File: config.mk
export PLATFORM = sky130hd
export DESIGN_NAME = cau_cell
export DESIGN_NICKNAME = d
export VERILOG_FILES = /design/src/sv/complex_arith_unit_assert.svh /design/src/sv/cau_pkg.sv /design/src/sv/cau_cell.sv
export SDC_FILE = /design/constraint.sdc
export NUM_CORES = 1
export LEC_CHECK = 0
export BUFFER_PORTS_ARGS = -buffer_cell sky130_fd_sc_hd__buf_2
export CAP_MARGIN = 25
export CORE_MARGIN = 8
export CORE_UTILIZATION = 58
export DETAILED_ROUTE_END_ITERATION = 7
export PLACE_DENSITY = 0.95
export SLEW_MARGIN = 20
export SYNTH_ARGS = -nofsm -noshare
export SYNTH_HDL_FRONTEND = slang
export SYNTH_SLANG_ARGS = --single-unit
export TNS_END_PERCENT = 10
File: constraint.sdc
create_clock -name clk -period 11.8 [get_ports clk]
set_input_delay 0.59 -clock clk [delete_from_list [all_inputs] [get_ports clk]]
set_output_delay 0.59 -clock clk [all_outputs]
set_load 0.005 [all_outputs]
File: src/sv/complex_arith_unit_assert.svh
// ---------------------------------------------------------------------------
// complex_arith_unit assertion macros
// Concurrent check wrappers on clk; CAU_ASSERT is held off while rst_n is low.
// ---------------------------------------------------------------------------
`ifndef COMPLEX_ARITH_UNIT_ASSERT_SVH
`define COMPLEX_ARITH_UNIT_ASSERT_SVH

// implication check, disabled in reset
`define CAU_ASSERT(lbl, prop, msg) \
  lbl: assert property (@(posedge clk) disable iff (!rst_n) (prop)) else $error(msg);

// check that is also live during reset
`define CAU_ASSERT_ALWAYS(lbl, prop, msg) \
  lbl: assert property (@(posedge clk) (prop)) else $error(msg);

`endif

File: src/sv/cau_pkg.sv
// ---------------------------------------------------------------------------
// cau_pkg
// Types, widths and codes shared by the complex arithmetic unit.
// ---------------------------------------------------------------------------
package cau_pkg;

  localparam int PART_WIDTH = 16;
  localparam int FRAC_BITS  = 8;
  localparam int PW2        = 2 * PART_WIDTH;            // product width
  localparam int QB         = PART_WIDTH + FRAC_BITS + 1; // quotient bits, one per cell
  localparam int RW         = PW2 + QB;                  // remainder width
  localparam logic [RW-1:0] RND =
    (FRAC_BITS > 0) ? (RW'(1) << (FRAC_BITS > 0 ? FRAC_BITS - 1 : 0)) : '0;

  typedef enum logic [1:0] {
    OP_ADD = 2'd0,
    OP_SUB = 2'd1,
    OP_MUL = 2'd2,
    OP_DIV = 2'd3
  } cau_op_t;

  typedef enum logic [1:0] {
    ST_OK  = 2'd0,
    ST_SAT = 2'd1,
    ST_DZ  = 2'd2
  } cau_status_t;

  typedef struct packed {
    cau_op_t                op;
    logic signed [PART_WIDTH-1:0] a_re;
    logic signed [PART_WIDTH-1:0] a_im;
    logic signed [PART_WIDTH-1:0] b_re;
    logic signed [PART_WIDTH-1:0] b_im;
  } cau_in_t;

  typedef struct packed {
    logic signed [PART_WIDTH-1:0] res_re;
    logic signed [PART_WIDTH-1:0] res_im;
    cau_status_t                  status;
  } cau_out_t;

  // one result part in flight through the divider row
  typedef struct packed {
    logic          neg;
    logic          ovf;
    logic [RW-1:0] rem;
    logic [QB-1:0] q;
  } cau_lane_t;

  typedef struct packed {
    logic          valid;
    cau_op_t       op;
    logic          dz;
    logic [RW-1:0] dsh;
    cau_lane_t     re;
    cau_lane_t     im;
  } cau_cell_t;

endpackage

File: src/sv/cau_cell.sv
// ---------------------------------------------------------------------------
// cau_cell
// One restoring-division step for both parts; non-divide items pass through.
// ---------------------------------------------------------------------------
module cau_cell (
  input  logic               clk,
  input  logic               rst_n,
  input  logic               adv,
  input  cau_pkg::cau_cell_t cell_i,
  output cau_pkg::cau_cell_t cell_o
);
  import cau_pkg::*;

  cau_cell_t cell_r, cell_nxt;

  always_comb begin
    cell_nxt = cell_i;
    if (cell_i.op == OP_DIV) begin
      if (cell_i.re.rem >= cell_i.dsh) begin
        cell_nxt.re.rem = cell_i.re.rem - cell_i.dsh;
        cell_nxt.re.q   = {cell_i.re.q[QB-2:0], 1'b1};
      end else begin
        cell_nxt.re.q   = {cell_i.re.q[QB-2:0], 1'b0};
      end
      if (cell_i.im.rem >= cell_i.dsh) begin
        cell_nxt.im.rem = cell_i.im.rem - cell_i.dsh;
        cell_nxt.im.q   = {cell_i.im.q[QB-2:0], 1'b1};
      end else begin
        cell_nxt.im.q   = {cell_i.im.q[QB-2:0], 1'b0};
      end
      cell_nxt.dsh = cell_i.dsh >> 1;
    end
  end

  always_ff @(posedge clk) begin
    if (!rst_n) begin
      cell_r.valid <= 1'b0;
    end else if (adv) begin
      cell_r <= cell_nxt;
    end
  end

  assign cell_o = cell_r;

endmodule

==> key figures <==
Run status
  – Status: complete, no violations

Clock tree
  – Worst-path clk slew: 0.07 ns
  – PostCTS Resize Cnt: 0
  – Inserted Clock Buffers: 26
  – CTS tree: done
  – Clock Path Buffers: 3
  – Worst-Skew Late Latency: 0.54 ns
  – Hold_buf cts: 0
  – Clock sink count: 229
  – Setup bufs post-CTS: 0
  – Root buffer cell: clkbuf_16
  – Max H-tree Level: 1

STA
  – Max_slew headroom: 0.336
  – Final worst path period share: 0.348
  – Worst setup margin: 7.69 ns
  – Unrepaired setup endpoints after global routing: no
  – Final setup vio count: 0
  – Max Freq: 243 MHz
  – Final Skew: 0 ns
  – Crit path time final: 4.11 ns
  – Max Slew Vio Count: 0
  – Final hold vios: 0
  – Setup TNS: 0 ns
  – Slew at the pin with the worst max-slew slack: 0.997 ns

Detailed routing
  – DRT antenna net count: 0
  – Drc violations: 0
  – Via density: 6.18
  – Drt pass-1 iters: 5
  – Initial DRC Count: 1448
  – Drt wl/cell: 23.2 microns
  – Vias: 15100
  – Drt total wl: 56600 microns

Logic synthesis
  – Post-synth EDFFs: 228
  – Cell Area, Synth: 16200 sq um
  – Post-synthesis instance total: 1626
  – Synth Area in Adders: 0.0907
  – Distinct cells, synth: 72
  – Largest family of logic cells by synthesized area: compound AO/OA/AOI/OAI gates
  – FF+latch count, synth: 229
  – Syn Nets: 1974
  – Compound-gate portion of the synthesized area: 0.197
  – Synth warnings: 0
  – Ys flop type: edfxtp_1
  – Simple-gate share of the synthesized area: 0.112
  – XOR/XNOR share of the synthesized area: 0.0569
  – Post-synth ARST share: 0
  – Mapped Avg Cell Area: 9.95 sq um
  – Mux cell area share after synthesis: 0.0779
  – Share of the yosys chip area belonging to registers: 0.425

Finish
  – Synth-to-Final Area Change: 20.9%
  – Fraction of layout instances using a drive strength above 1: 0.305
  – Largest register FFs: 229
  – Non-Filler Cell Area, Final: 19600 sq um
  – Most common cell after layout, fill and taps aside: buf_2
  – Most frequent cells in the layout: buf_2, edfxtp_1, nand2_1
  – Final net count: 2395
  – Layout Utilization: 0.708

Min path
  – Hold path cells: 1
  – Min-Delay Path Class: in -> reg

Critical path
  – Crit end category: flip-flop
  – CP cell instances: buf_2, ha_1, fa_1, nand2b_1, a21oi_1, nor2_1, o21bai_1, a31oi_1, o21ai_0, a211o_1, a31oi_1, o31ai_1, xor2_1, mux2_2
  – Max FO, Critical Path: 3
  – CP startpoint kind: input port
  – WP data arrival: 4.41 ns
  – Crit-path slowest cell: o21ai_0
  – WS Path Type: in -> reg
  – CP most frequent cell: a31oi_1
  – Register-to-register setup slack: 11.19 ns
  – Worst reg-to-reg path cell count: 2
  – R2r startpoint: cell_o[228]
  – Peak per-stage delay on the critical path: 0.71 ns
  – Worst EP required: 12.10 ns
  – Reg2reg end: cell_o[228]
  – CP Depth: 14
  – Worst Setup SP: cell_i[168]
  – Top delay family on crit path: compound AO/OA/AOI/OAI gates
  – CP endpoint: cell_o[81]
  – Buf/Inv on CP: 1

Global routing
  – First-pass GRT wire length: 84600 microns
  – Total grt overflow: 0
  – Vias in the first global route: 14900
  – Initial antenna violation count: 8
  – Pin count of the biggest net entering global routing: 86
  – GRT Resource Usage Total: 0.321

Place
  – DP Worst Slack: 7.22 ns
  – Post-DP HPWL: 45100 microns
  – Placement Cell Area: 18700 sq um
  – Port-buffer cells: 460
  – GPL Wtd Cong: 0.987

Floorplanning
  – Core area: 27600 sq um
  – Full die area: 33500 sq um
  – Die width: 183 microns
  – Die height: 183 microns
  – Initial Util: 0.585
  – Io pins: 461
  – FP Rows: 61

Pwr
  – Tot Pwr: 0.00246 W
  – PD cells: 126 nW/um^2
  – Leakage: 8.74 nW
  – Peak supply drop: 0.122 mV

Job
  – Maxcap violations: 0
==> synthesized netlist by cell type, types with 6 or more instances <==
master      n  area (sq um)
a21oi_1   123           616
mux2_4     16           240
nor4_1      7          43.8
o21a_1     13          97.6
o21bai_1   30           225
ha_1      114          1430
a31oi_1    20           125
nor2b_1    11          68.8
nor3_1     18          90.1
xor2_1     40           350
nand4_1    33           206
a21boi_0    6          45.0
o211ai_1    7          52.6
nor2_1     66           248
xnor2_1    65           569
and2_1      6          37.5
a211oi_1    6          45.0
buf_2      20           100
and3_1     16           100
edfxtp_1  228          6850
clkbuf_1   46           173
mux2_2     87           980
nand2_1   191           717
o21ai_1     9          45.0
o21ai_0   167           836
nand2b_1   16           100
o31ai_1    12          90.1
inv_1      92           345
nand3_1    14          70.1
a21o_1     74           556
==> metrics by stage <==
stage,cells,hold slack [ns]
after floorplan,1626,0.507
after global placement,2395,0.493
after detailed placement,2396,0.515
after CTS,2439,0.226
after global routing,2443,0.223
final,2443,0.240
==> routing by layer <==
layer | up-vias | global-route usage | share of wire
met1 | 7103 | 0.371 | 0.36
met3 | 185 | 0.0748 | 0.099
met2 | 963 | 0.553 | 0.48
met4 | 8 | 0.159 | 0.054
met5 | - | 0 | 0.00081
li1 | 6846 | - | -
==> where the power goes <==
| group | total (W) | leakage (nW) | switching [W] | internal (W) |
|---|---|---|---|---|
| registers | 0.000992 | 2.14 | 0.0000196 | 0.000973 |
| logic | 0.000668 | 6.20 | 0.000394 | 0.000274 |
| clock network | 0.000802 | 0.400 | 0.000331 | 0.000471 |
| total | 0.00246 | 8.74 | 0.000745 | 0.00172 |
==> cells by family (layout without fill, tap and decap cells) <==
logic type / count (synthesis) / in the layout
adder cells (fa/ha/maj): 116 / 116
other: 0 / 3
AND/OR/NAND/NOR: 393 / 393
multiplexers: 107 / 107
AO/OA/AOI/OAI: 510 / 510
XOR/XNOR: 105 / 105
flip-flops: 229 / 229
buffers and inverters: 166 / 602
==> area by class of cell <==
type                            count  area (sq um)
Timing Repair Buffer              467          2390
Inverter                           92           345
Tap cell                          378           473
Clock buffer                       36           729
Sequential cell                   229          6870
Antenna cell                        3          7.51
Multi-Input combinational cell   1231          8660
Clock inverter                      7          91.3
Fill cell                        2042          8070
==> worst min-delay path by stage <==
stage	start	end	slack [ns]
finish	cell_i[166]	cell_o[166]	0.24
CTS	cell_i[166]	cell_o[166]	0.23
detailed placement	cell_o[228]	cell_o[228]	0.52
global placement	cell_o[228]	cell_o[228]	0.49
global route	cell_i[166]	cell_o[166]	0.22
floorplan	cell_o[228]	cell_o[228]	0.51
(Power assumes the default switching activity.)
